`src/rtl/rau_pkg.sv`:
```
// Package for the rational arithmetic unit: payload structs, op codes, constants.
// No dependencies.
package rau_pkg;

    localparam int OPW_DEFAULT = 32;
    localparam int MAGW        = 64;

    localparam logic [1:0] OP_ADD = 2'd0;
    localparam logic [1:0] OP_SUB = 2'd1;
    localparam logic [1:0] OP_MUL = 2'd2;
    localparam logic [1:0] OP_DIV = 2'd3;

    typedef struct packed {
        logic [1:0]         func;
        logic signed [31:0] a_num;
        logic signed [31:0] a_den;
        logic signed [31:0] b_num;
        logic signed [31:0] b_den;
    } t_in;

    typedef struct packed {
        logic signed [63:0] res_num;
        logic [62:0]        res_den;
        logic               div_error;
    } t_out;

    // classified item handed from front to back
    typedef struct packed {
        logic [1:0]  func;
        logic        err;
        logic        sa;
        logic        sb;
        logic [31:0] na;
        logic [31:0] da;
        logic [31:0] nb;
        logic [31:0] db;
    } t_job;

endpackage

```
`src/rtl/rau_front.sv`:
```
// Front end: sign-extends operands, takes magnitudes and signs, flags zero
// denominators and division by zero, and queues classified jobs. Depends on rau_pkg.
module rau_front
    import rau_pkg::*;
#(
    parameter int OPERAND_WIDTH = OPW_DEFAULT
) (
    input  logic i_clk,
    input  logic i_rst_n,
    input  logic i_push,
    input  t_in  i_data,
    output logic o_full,
    output logic o_jvalid,
    output t_job o_job,
    input  logic i_jtake
);
    localparam int DEPTH = 2;

    t_job r_q [DEPTH];
    logic       r_wp, r_rp;
    logic [1:0] r_cnt;
    t_job       w_job;

    function automatic logic [32:0] ext(input logic [31:0] raw);
        logic [31:0] v;
        logic        neg;
        v   = {{(32-OPERAND_WIDTH){raw[OPERAND_WIDTH-1]}}, raw[OPERAND_WIDTH-1:0]};
        neg = v[31];
        return {neg, neg ? (32'd0 - v) : v};
    endfunction

    logic [32:0] w_an, w_ad, w_bn, w_bd;

    always_comb begin
        w_an = ext(i_data.a_num);
        w_ad = ext(i_data.a_den);
        w_bn = ext(i_data.b_num);
        w_bd = ext(i_data.b_den);
        w_job.func = i_data.func;
        w_job.na   = w_an[31:0];
        w_job.da   = w_ad[31:0];
        w_job.nb   = w_bn[31:0];
        w_job.db   = w_bd[31:0];
        w_job.sa   = w_an[32] ^ w_ad[32];
        w_job.sb   = (w_bn[32] ^ w_bd[32]) ^ (i_data.func == OP_SUB);
        w_job.err  = (w_ad[31:0] == '0) || (w_bd[31:0] == '0) ||
                     ((i_data.func == OP_DIV) && (w_bn[31:0] == '0));
    end

    logic w_wr, w_rd;
    assign o_full   = (r_cnt == 2'(DEPTH));
    assign w_wr     = i_push && !o_full;
    assign o_jvalid = (r_cnt != '0);
    assign w_rd     = i_jtake && o_jvalid;
    assign o_job    = r_q[r_rp];

    always_ff @(posedge i_clk) begin
        if (w_wr) begin
            r_q[r_wp] <= w_job;
        end
        if (!i_rst_n) begin
            r_wp  <= 1'b0;
            r_rp  <= 1'b0;
            r_cnt <= '0;
        end else begin
            if (w_wr) r_wp <= ~r_wp;
            if (w_rd) r_rp <= ~r_rp;
            r_cnt <= r_cnt + 2'(w_wr) - 2'(w_rd);
        end
    end
endmodule

```
`config.mk`:
```
export PLATFORM = sky130hd
export DESIGN_NAME = rau_front
export DESIGN_NICKNAME = d
export VERILOG_FILES = /design/src/rtl/rau_pkg.sv /design/src/rtl/rau_front.sv
export SDC_FILE = /design/constraint.sdc
export NUM_CORES = 1
export LEC_CHECK = 0
export ABC_AREA = 1
export BUFFER_PORTS_ARGS = -buffer_cell sky130_fd_sc_hd__buf_4
export CAP_MARGIN = 5
export CORE_MARGIN = 5
export CORE_UTILIZATION = 39
export DETAILED_ROUTE_END_ITERATION = 16
export GPL_TIMING_DRIVEN = 0
export PLACE_DENSITY = 0.58
export SLEW_MARGIN = 20
export SYNTH_ARGS = -nofsm -noshare
export SYNTH_HDL_FRONTEND = slang
export SYNTH_SLANG_ARGS = --single-unit
```
`constraint.sdc`:
```
create_clock -name i_clk -period 20.8 [get_ports i_clk]
set_clock_uncertainty 0.05 [all_clocks]
set_input_delay 2.08 -clock i_clk [delete_from_list [all_inputs] [get_ports i_clk]]
set_output_delay 2.08 -clock i_clk [all_outputs]
set_load 0.05 [all_outputs]
```
==> results of run 1 <==
power groups by stage:
stage | sequential, mW | clock (mW) | combinational, mW
3_3_place_gp | 0.765 | 0 | 0.778
6_report | 0.723 | 0.504 | 0.807
2_1_floorplan | 0.749 | 0 | 0.539
3_5_place_dp | 0.734 | 0 | 0.816
4_1_cts | 0.724 | 0.520 | 0.819
5_1_grt | 0.729 | 0.544 | 0.853
synth_stat cells, types with 13 or more instances:
cell / instances / area [µm²]
nand2_2: 15 / 93.8
o21ai_0: 28 / 140
nor2_2: 17 / 106
nor2_1: 203 / 762
nand2_1: 405 / 1520
edfxtp_1: 266 / 7990
inv_1: 143 / 537
xor2_1: 27 / 236
nand3_1: 86 / 430
xnor2_1: 15 / 131
buf_2: 13 / 65.1
mux2_2: 133 / 1500
kinds of logic (layout without fill, tap and decap cells):
group / count (synthesis) / count (layout) / synth area share, %
AND/OR/NAND/NOR: 787 / 787 / 23.6
flip-flops: 271 / 271 / 56.0
buffers and inverters: 177 / 515 / 4.81
multiplexers: 133 / 133 / 10.4
AO/OA/AOI/OAI: 55 / 55 / 2.07
XOR/XNOR: 42 / 42 / 2.55
adder cells (fa/ha/maj): 7 / 7 / 0.606
registers in the layout (all words and copies together), names as in the netlist, named ones only:
signal / cells
r_wp: 1
r_rp: 1
r_cnt: 2
r_q: 266
worst max path at each step:
| stage | to | from | cells after the start |
|---|---|---|---|
| after CTS | o_job[67] | flop | 5 |
| final | o_job[67] | flop | 5 |
| after floorplan | r_q[0][0] | i_push | 2 |
| after global placement | r_q[0][113] | i_push | 3 |
| after global routing | o_job[67] | flop | 5 |
| after detailed placement | o_job[67] | flop | 5 |
critical path: stages (launching register included):
cell	delay, ns
dfxtp_1	0.31
clkbuf_1	0.37
clkbuf_1	0.80
buf_2	0.44
mux2_2	0.40
buf_4	0.20
per-stage QoR:
step / utilization, % / worst slack [ns] / power (mW)
finish: 50.1 / 15.59 / 2.03
CTS: 50.1 / 15.41 / 2.06
floorplan: - / 12.32 / 1.29
global placement: 46.6 / 8.48 / 1.54
global route: 50.1 / 15.42 / 2.13
detailed placement: 47.6 / 16.05 / 1.55
placed cells by master, fill, tap and decap left out, types with 6 or more instances in the layout:
| cell | instances |
|---|---|
| nand2_1 | 405 |
| buf_4 | 272 |
| edfxtp_1 | 266 |
| nor2_1 | 201 |
| inv_1 | 143 |
| mux2_2 | 133 |
| nand3_1 | 86 |
| clkbuf_16 | 31 |
| o21ai_0 | 28 |
| xor2_1 | 27 |
| nor2_2 | 17 |
| nand2_2 | 15 |
| xnor2_1 | 15 |
| buf_2 | 13 |
| clkbuf_1 | 12 |
| nand4_1 | 11 |
| nand3b_1 | 11 |
| nor2_4 | 10 |
| clkinv_1 | 10 |
| o21ai_1 | 9 |
| a21oi_1 | 9 |
| buf_16 | 9 |
| nor3_1 | 8 |
| ha_1 | 7 |
| clkinv_2 | 7 |
| nand3_2 | 6 |
layer usage:
| metal | up-vias | routed length, µm |
|---|---|---|
| li1 | 5554 | - |
| met1 | 5210 | 17300 |
| met2 | 255 | 18800 |
| met3 | 48 | 2140 |
| met4 | 0 | 705 |
| met5 | - | 0 |
layout make-up:
class / count / area (µm²) / share of cell area [%]
multi-input combinational: 1024 / 5680 / 31.0
buffer: 30 / 144 / 0.784
timing repair buffer: 282 / 2360 / 12.9
clock inverter: 21 / 149 / 0.811
sequential: 271 / 8090 / 44.1
tap: 468 / 586 / 3.19
clock buffer: 35 / 791 / 4.31
inverter: 147 / 552 / 3.01
==> flow_summary_export.csv, run 1 <==
group,metric,value,unit
floorplan,rows,70,
cells_and_area,num_antenna_cells,0,
detailed_routing,drtPass1Iterations,4,
clocking,ctsHoldBuffers,0,
floorplan,dieArea,41000,µm²
timing,min_period,5.21,ns
synth,ys_ff_latch,271,
timing,setup_viol,0,
floorplan,dieHeight,203,µm
synth,ys_types,36,
power_and_ir_drop,comb_power_share,39.7,%
worst_hold_path,min_to,"r_rp",
detailed_routing,vias,11100,
synth,syn_inst,1472,
synth,ys_seq_area_share,56.0,%
worst_hold_path,hp-class,"reg -> reg",
clocking,clk_path_buf_depth,3,
detailed_routing,drt_wl_total,39.0,mm
worst_setup_path,arrival,3.08,ns
clocking,clk_pin_slew,0.06,ns
power_and_ir_drop,internal_power,1.27,mW
grt,antenna_found_initial,0,
clocking,cts_root_buf,"clkbuf_16",
timing,fin_tns_setup,0,ns
worst_hold_path,min_from,"r_rp",
worst_setup_path,cp_max_fo,10,
job,drv_cap,0,
cells_and_area,final_cell_area,18400,µm²
detailed_routing,viasPerCell,4.86,
synth,ys_async_sr_fraction,0,%
worst_setup_path,r2r-end,"r_q[1][120]",
timing,max_freq,192,MHz
cells_and_area,stdcell_count,2278,
detailed_routing,wl_per_cell,17.1,µm
timing,worst-slew-pin-transition,0.998,ns
grt,grtUsageMet3,3.50,%
detailed_routing,first_iter_violations,508,
synth,synth_area_per_cell,9.82,µm²
placement,port_buffers,268,
grt,gr-usage-met2,31.9,%
timing,hold_violations,0,
floorplan,ios,269,
synth,yosysWarnings,0,
timing,rsz0062_at_grt,"no",
power_and_ir_drop,power_density,111,nW/µm²
floorplan,die_width,203,µm
power_and_ir_drop,p_clk_share,24.8,%
power_and_ir_drop,swShare,37.8,%
power_and_ir_drop,cellLeakagePower,7.65,nW
synth,synth-main-ff-cell,"edfxtp_1",
grt,top_usage_layer,"met2",
placement,dp_cells,2222,
placement,dp.final_hpwl,30.7,mm
clocking,clk_latency,0.57,ns
grt,grt_use_met1,24.5,%
detailed_routing,ant_nets,0,
worst_setup_path,path_class,"reg -> out",
synth,synth_nets,1613,
outcome,status,"finished clean",
clocking,cts_resized,0,
power_and_ir_drop,seq_power_share,35.5,%
timing,finalMaxSlewViolations,0,
worst_setup_path,r2r_slack,18.40,ns
worst_setup_path,crit_path_start_kind,"flop",
worst_setup_path,reg2reg_from,"r_cnt[1]",
timing,period_share,25.1,%
grt,grtUsageTotal,18.6,%
cells_and_area,area_delta_synth_final,27.0,%
cells_and_area,final_nets,1927,
grt,grt_pass1_vias,11100,
grt,globalRouteOverflowTotal,0,
placement,globalplace.congestion,0.907,
cells_and_area,drive_gt1_share,29.7,%
grt,grt_pass1_wl,61.2,mm
timing,hold_ws,0.400,ns
worst_setup_path,r2r_cells,7,
worst_setup_path,worstPathRequired,18.67,ns
power_and_ir_drop,p_sw,0.769,mW
clocking,h-tree-depth,1,
clocking,cts_made_buffers,30,
cells_and_area,nFillCells,3442,
synth,synth_edf_count,266,
floorplan,initial_utilization,39.5,%
timing,max_slew_margin,33.5,%
clocking,clock_sinks,271,
synth,synth_area,14500,µm²
grt,grt_max_degree,23,
detailed_routing,drc,0,
worst_hold_path,whs_path_depth,1,
floorplan,core-area,36600,µm²
clocking,post-cts-setup-buffers,0,
worst_setup_path,end_kind,"primary output",
power_and_ir_drop,irDropWorstVdd,0.0779,mV
clocking,cts_tree,"yes",
placement,placed_area,17400,µm²
(Power assumes the default switching activity.)
==> run 2: changes to the inputs <==
--- a/config.mk
+++ b/config.mk
@@ -5,14 +5,14 @@
 export SDC_FILE = /design/constraint.sdc
 export NUM_CORES = 1
 export LEC_CHECK = 0
-export ABC_AREA = 1
+export ABC_AREA = 0
 export BUFFER_PORTS_ARGS = -buffer_cell sky130_fd_sc_hd__buf_4
 export CAP_MARGIN = 5
 export CORE_MARGIN = 5
 export CORE_UTILIZATION = 39
 export DETAILED_ROUTE_END_ITERATION = 16
 export GPL_TIMING_DRIVEN = 0
-export PLACE_DENSITY = 0.58
+export PLACE_DENSITY = 0.59
 export SLEW_MARGIN = 20
 export SYNTH_ARGS = -nofsm -noshare
 export SYNTH_HDL_FRONTEND = slang
==> constraint.sdc (replaced) <==
create_clock -name i_clk -period 5 [get_ports i_clk]
set_clock_uncertainty 0.05 [all_clocks]
set_input_delay 0.5 -clock i_clk [delete_from_list [all_inputs] [get_ports i_clk]]
set_output_delay 0.5 -clock i_clk [all_outputs]
set_load 0.05 [all_outputs]
==> flow_summary_export.csv, run 2 <==
group,metric,value,unit
worst_setup_path,end_kind,"primary output",
outcome,status,"finished clean",
worst_hold_path,hp-class,"in -> reg",
worst_setup_path,crit_path_start_kind,"flop",
detailed_routing,ant_nets,0,
power_and_ir_drop,power_density,479,nW/µm²
clocking,ctsHoldBuffers,0,
cells_and_area,largestRegisters,"r_q x266, r_cnt x2",
worst_setup_path,worstPathRequired,4.45,ns
detailed_routing,first_iter_violations,386,
synth,synth_commonest_cells,"edfxtp_1, mux2_2, xnor2_1, nand2_1, clkbuf_1",
timing,max_slew_margin,44.9,%
synth,synth-main-ff-cell,"edfxtp_1",
detailed_routing,viasPerCell,5.14,
synth,ys_async_sr_fraction,0,%
cells_and_area,final_common_cell,"edfxtp_1",
cells_and_area,largest_reg_flops,266,
timing,period_share,73.3,%
floorplan,die_width,194,µm
synth,yosysWarnings,0,
floorplan,initial_utilization,39.5,%
timing,hold_violations,0,
job,drv_cap,0,
cells_and_area,fin_util,50.3,%
cells_and_area,final_cell_mix,"edfxtp_1, buf_4, mux2_2",
worst_setup_path,cp_max_fo,10,
detailed_routing,drt_wl_total,33.2,mm
timing,setup_ws,1.34,ns
detailed_routing,drc,0,
synth,synth.most_common_cell,"edfxtp_1",
floorplan,rows,67,
synth,synth_area,13200,µm²
grt,grt_pass1_vias,9110,
synth,synth_area_per_cell,13.9,µm²
detailed_routing,vias,8850,
clocking,cts_tree,"yes",
grt,grt_max_degree,47,
floorplan,core-area,33500,µm²
synth,ys_ff_latch,271,
timing,hold_ws,0.104,ns
placement,dp_cells,1669,
clocking,clock_sinks,271,
grt,grt_pass1_wl,52.1,mm
grt,antenna_found_initial,0,
timing,finalMaxSlewViolations,0,
synth,synth_nets,1092,
timing,worst-slew-pin-transition,0.826,ns
timing,max_freq,273,MHz
placement,dp.final_hpwl,24.3,mm
placement,port_buffers,262,
detailed_routing,drtPass1Iterations,5,
synth,ys_seq_area_share,61.1,%
placement,pre_cts_ws,1.20,ns
detailed_routing,wl_per_cell,19.2,µm
timing,min_period,3.66,ns
power_and_ir_drop,cellLeakagePower,5.87,nW
cells_and_area,area_delta_synth_final,27.4,%
cells_and_area,num_antenna_cells,0,
floorplan,ios,269,
cells_and_area,final_nets,1393,
grt,grtUsageTotal,17.0,%
synth,synth_area_leaders,"edfxtp_1, mux2_2, xnor2_1",
clocking,clk_latency,0.54,ns
synth,synth_top_area_cell,"edfxtp_1",
clocking,clk_pin_slew,0.06,ns
synth,ys_types,63,
floorplan,dieHeight,194,µm
synth,synth_top_cell_area_share,60.3,%
timing,rsz0062_at_grt,"no",
timing,setup_viol,0,
clocking,clk_path_buf_depth,3,
power_and_ir_drop,irDropWorstVdd,0.328,mV
grt,globalRouteOverflowTotal,0,
floorplan,dieArea,37700,µm²
cells_and_area,stdcell_count,1723,
worst_setup_path,arrival,3.11,ns
worst_setup_path,path_class,"reg -> out",
clocking,cts_root_buf,"clkbuf_16",
clocking,cts_made_buffers,29,
clocking,cts_resized,0,
cells_and_area,drive_gt1_share,36.3,%
placement,globalplace.congestion,0.799,
clocking,post-cts-setup-buffers,0,
cells_and_area,top_register,"r_q",
synth,syn_inst,951,
synth,synth_edf_count,266,
clocking,h-tree-depth,1,
-- run 2: final timing paths --
kind,start,end,slack (ns),cells past startpoint
max,flop,o_job[126],1.34,5
max reg2reg,r_cnt[0],r_q[0][79],2.76,6
min,i_data[96],r_q[0][96],0.10,1
min reg2reg,r_rp,r_rp,0.49,2
-- run 2: power breakdown --
group / switching (mW) / leakage [nW] / total [mW] / internal (mW)
Clock: 0.842 / 0.447 / 2.06 / 1.21
Sequential: 0.0554 / 2.53 / 2.93 / 2.87
Combinational: 2.07 / 2.89 / 3.10 / 1.04
Total: 2.97 / 5.87 / 8.09 / 5.12
-- run 2: kinds of logic after synthesis --
| logic type | share of synthesized area, % |
|---|---|
| AO/OA/AOI/OAI | 7.12 |
| XOR/XNOR | 8.14 |
| adder cells (fa/ha/maj) | 0.662 |
| buffers and inverters | 1.82 |
| flip-flops | 61.1 |
| multiplexers | 11.6 |
| AND/OR/NAND/NOR | 9.53 |
-- run 2: through the flow --
step | power [mW] | instance area [µm²] | TNS, ns
global route | 8.45 | 16900 | 0
CTS | 8.22 | 16900 | 0
global placement | 6.12 | 15800 | -460.66
detailed placement | 6.13 | 16000 | 0
finish | 8.09 | 16900 | 0
floorplan | 5.12 | 13200 | 0
-- run 2: layer usage --
| layer | GRT usage, % | wire, µm |
|---|---|---|
| met1 | 23.1 | 14900 |
| met2 | 28.2 | 15700 |
| met3 | 4.00 | 1840 |
| met4 | 3.67 | 785 |
| met5 | 0 | 0 |
-- run 2: area by class of cell --
type / count / area (µm²)
Fill cell: 3032 / 16700
Sequential cell: 271 / 8090
Multi-Input combinational cell: 618 / 4920
Timing Repair Buffer: 270 / 2140
Clock buffer: 43 / 808
Tap cell: 448 / 561
Buffer: 43 / 170
Clock inverter: 11 / 104
Inverter: 19 / 71.3
-- run 2: worst max-delay path: stages (launching register included) --
cell	delay (ns)
dfxtp_1	0.30
clkbuf_1	0.32
clkbuf_1	0.62
clkbuf_1	0.69
mux2_2	0.44
buf_4	0.20
==> run 3: changes to the inputs <==
--- a/config.mk
+++ b/config.mk
@@ -5,14 +5,14 @@
 export SDC_FILE = /design/constraint.sdc
 export NUM_CORES = 1
 export LEC_CHECK = 0
-export ABC_AREA = 0
+export ABC_AREA = 1
 export BUFFER_PORTS_ARGS = -buffer_cell sky130_fd_sc_hd__buf_4
 export CAP_MARGIN = 5
 export CORE_MARGIN = 5
 export CORE_UTILIZATION = 39
 export DETAILED_ROUTE_END_ITERATION = 16
 export GPL_TIMING_DRIVEN = 0
-export PLACE_DENSITY = 0.59
+export PLACE_DENSITY = 0.58
 export SLEW_MARGIN = 20
 export SYNTH_ARGS = -nofsm -noshare
 export SYNTH_HDL_FRONTEND = slang
==> constraint.sdc (replaced) <==
create_clock -name i_clk -period 3.7 [get_ports i_clk]
set_clock_uncertainty 0.05 [all_clocks]
set_input_delay 0.37 -clock i_clk [delete_from_list [all_inputs] [get_ports i_clk]]
set_output_delay 0.37 -clock i_clk [all_outputs]
set_load 0.05 [all_outputs]
==> flow_summary_export.csv, run 3 (synthesis results as in run 1) <==
group,metric,value,unit
outcome,status,"finished clean",
clocking,cts_resized,0,
power_and_ir_drop,irDropWorstVdd,0.454,mV
detailed_routing,drc,0,
worst_setup_path,path_class,"reg -> out",
worst_hold_path,min_to,"r_q[0][107]",
worst_setup_path,r2r_cells,7,
worst_setup_path,crit_path_start_kind,"flop",
cells_and_area,nFillCells,3426,
floorplan,core-area,36600,µm²
clocking,clk_latency,0.56,ns
grt,globalRouteOverflowTotal,0,
worst_setup_path,cpPeakStageDelay,0.78,ns
cells_and_area,fin_util,50.7,%
cells_and_area,final_nets,1934,
job,drv_cap,0,
timing,finalMaxSlewViolations,0,
cells_and_area,largest_reg_flops,266,
detailed_routing,wl_met3,1.95,mm
cells_and_area,largestRegisters,"r_q x266, r_cnt x2",
floorplan,die_width,203,µm
timing,rsz0062_at_grt,"no",
power_and_ir_drop,cellLeakagePower,7.75,nW
cells_and_area,area_delta_synth_final,28.4,%
worst_setup_path,r2r-end,"r_q[0][109]",
timing,hold_violations,0,
clocking,cts_made_buffers,30,
timing,setup_viol,0,
clocking,clk_path_buf_depth,3,
clocking,post-cts-setup-buffers,0,
cells_and_area,multi_input_area,5680,µm²
cells_and_area,drive_gt1_share,29.8,%
floorplan,dieArea,41000,µm²
clocking,clk_pin_slew,0.06,ns
floorplan,ios,269,
floorplan,rows,70,
clocking,cts_root_buf,"clkbuf_16",
grt,antenna_found_initial,0,
timing,max_freq,287,MHz
grt,grtUsageTotal,18.5,%
detailed_routing,drt_wl_total,39.0,mm
worst_hold_path,min_from,"i_data[107]",
worst_setup_path,worstPathRequired,3.28,ns
cells_and_area,final_cell_area,18600,µm²
detailed_routing,vias,11100,
timing,period_share,94.0,%
worst_setup_path,end_kind,"primary output",
cells_and_area,seq_area,8090,µm²
cells_and_area,num_antenna_cells,0,
grt,grt_pass1_vias,11300,
timing,max_slew_margin,35.2,%
placement,port_buffers,268,
worst_setup_path,cp_max_fo,10,
clocking,cts_tree,"yes",
worst_setup_path,slowest_stage,"clkbuf_1",
detailed_routing,dr_wl_met2,18.6,mm
detailed_routing,drtPass1Iterations,5,
detailed_routing,viasPerCell,4.85,
clocking,clock_sinks,271,
placement,dp.final_hpwl,30.7,mm
grt,grt_max_degree,25,
worst_setup_path,reg2reg_from,"r_cnt[1]",
placement,placed_area,17400,µm²
worst_setup_path,arrival,3.06,ns
worst_hold_path,whs_path_depth,2,
placement,globalplace.congestion,0.893,
power_and_ir_drop,power_density,635,nW/µm²
detailed_routing,ant_nets,0,
detailed_routing,wl_per_cell,17.1,µm
clocking,h-tree-depth,1,
timing,worst-slew-pin-transition,0.973,ns
timing,min_period,3.48,ns
cells_and_area,final_common_cell,"nand2_1",
cells_and_area,final_cell_mix,"nand2_1, buf_4, edfxtp_1",
detailed_routing,wl_met1,17.4,mm
worst_setup_path,path_cells,"clkbuf_1 > clkbuf_1 > buf_2 > mux2_2 > buf_4",
floorplan,initial_utilization,39.5,%
worst_setup_path,crit_top_cell,"clkbuf_1",
worst_hold_path,hp-class,"in -> reg",
detailed_routing,top_layer,"met4",
grt,grt_pass1_wl,61.1,mm
detailed_routing,first_iter_violations,607,
cells_and_area,top_register,"r_q",
floorplan,dieHeight,203,µm
worst_setup_path,r2r_slack,1.20,ns
[run 3: cell count changes in the layout (fill, tap and decap cells not counted), sizes merged, moves of 16 or more]
cell / before / now
buf: 273 / 304
clkbuf: 83 / 41
inv: 20 / 147
nand2: 44 / 424
nand2b: 16 / 0
nand3: 12 / 92
nor2: 19 / 229
nor4: 25 / 5
o31ai: 34 / 0
o41ai: 21 / 0
or3: 26 / 0
or4: 16 / 0
xnor2: 111 / 15
[run 3: area by class of cell]
cell class                      count  share of cell area (%)
Sequential cell                   271                    43.6
Buffer                             30                   0.775
Tap cell                          468                    3.15
Clock buffer                       33                    4.16
Timing Repair Buffer              289                    13.1
Inverter                          147                    2.97
Multi-Input combinational cell   1024                    30.6
Clock inverter                     23                    1.62
[run 3: how the worst max path moves through the flow]
stage / start / slack, ns / end / depth (start not counted)
after floorplan: i_push / -0.86 / r_q[1][0] / 2
after global placement: i_push / -3.35 / r_q[1][114] / 3
after detailed placement: flop / 0.68 / o_job[67] / 5
after CTS: flop / 0.05 / o_job[67] / 5
after global routing: flop / 0.02 / o_job[67] / 5
final: flop / 0.22 / o_job[67] / 5
[run 3: layer usage]
layer / up-vias / track usage [%]
met5: - / 0
met4: 0 / 5.21
met3: 54 / 3.59
met2: 264 / 31.6
met1: 5208 / 24.3
li1: 5561 / -
[run 3: timing repair]
item,CTS,global route
hold endpoints to repair,14,0
hold buffers,7,0
setup endpoints to repair,0,0
[run 3: report_power, final]
group          switching [mW]  leakage (nW)  total, mW  internal, mW
Clock                    1.19         0.522       3.18          1.99
Sequential             0.0959          2.54       4.06          3.97
Combinational            3.05          4.69       4.55          1.50
Total                    4.34          7.75       11.8          7.45
[run 3: critical path: cells and delay by family (launching register included)]
family | cells | cell delay [ns]
buf+inv | 4 | 1.77
flops | 1 | 0.31
mux | 1 | 0.40
[run 3: through the flow]
stage               std cells  hold slack, ns  TNS, ns  setup slack [ns]  power [mW]
floorplan                1472           0.375  -229.32            -0.862        7.20
global placement         2208           0.388  -885.99             -3.35        8.60
detailed placement       2222           0.397        0             0.683        8.73
CTS                      2285          0.0588        0            0.0512        12.0
global route             2285          0.0707        0            0.0220        12.3
finish                   2285          0.0921        0             0.222        11.8
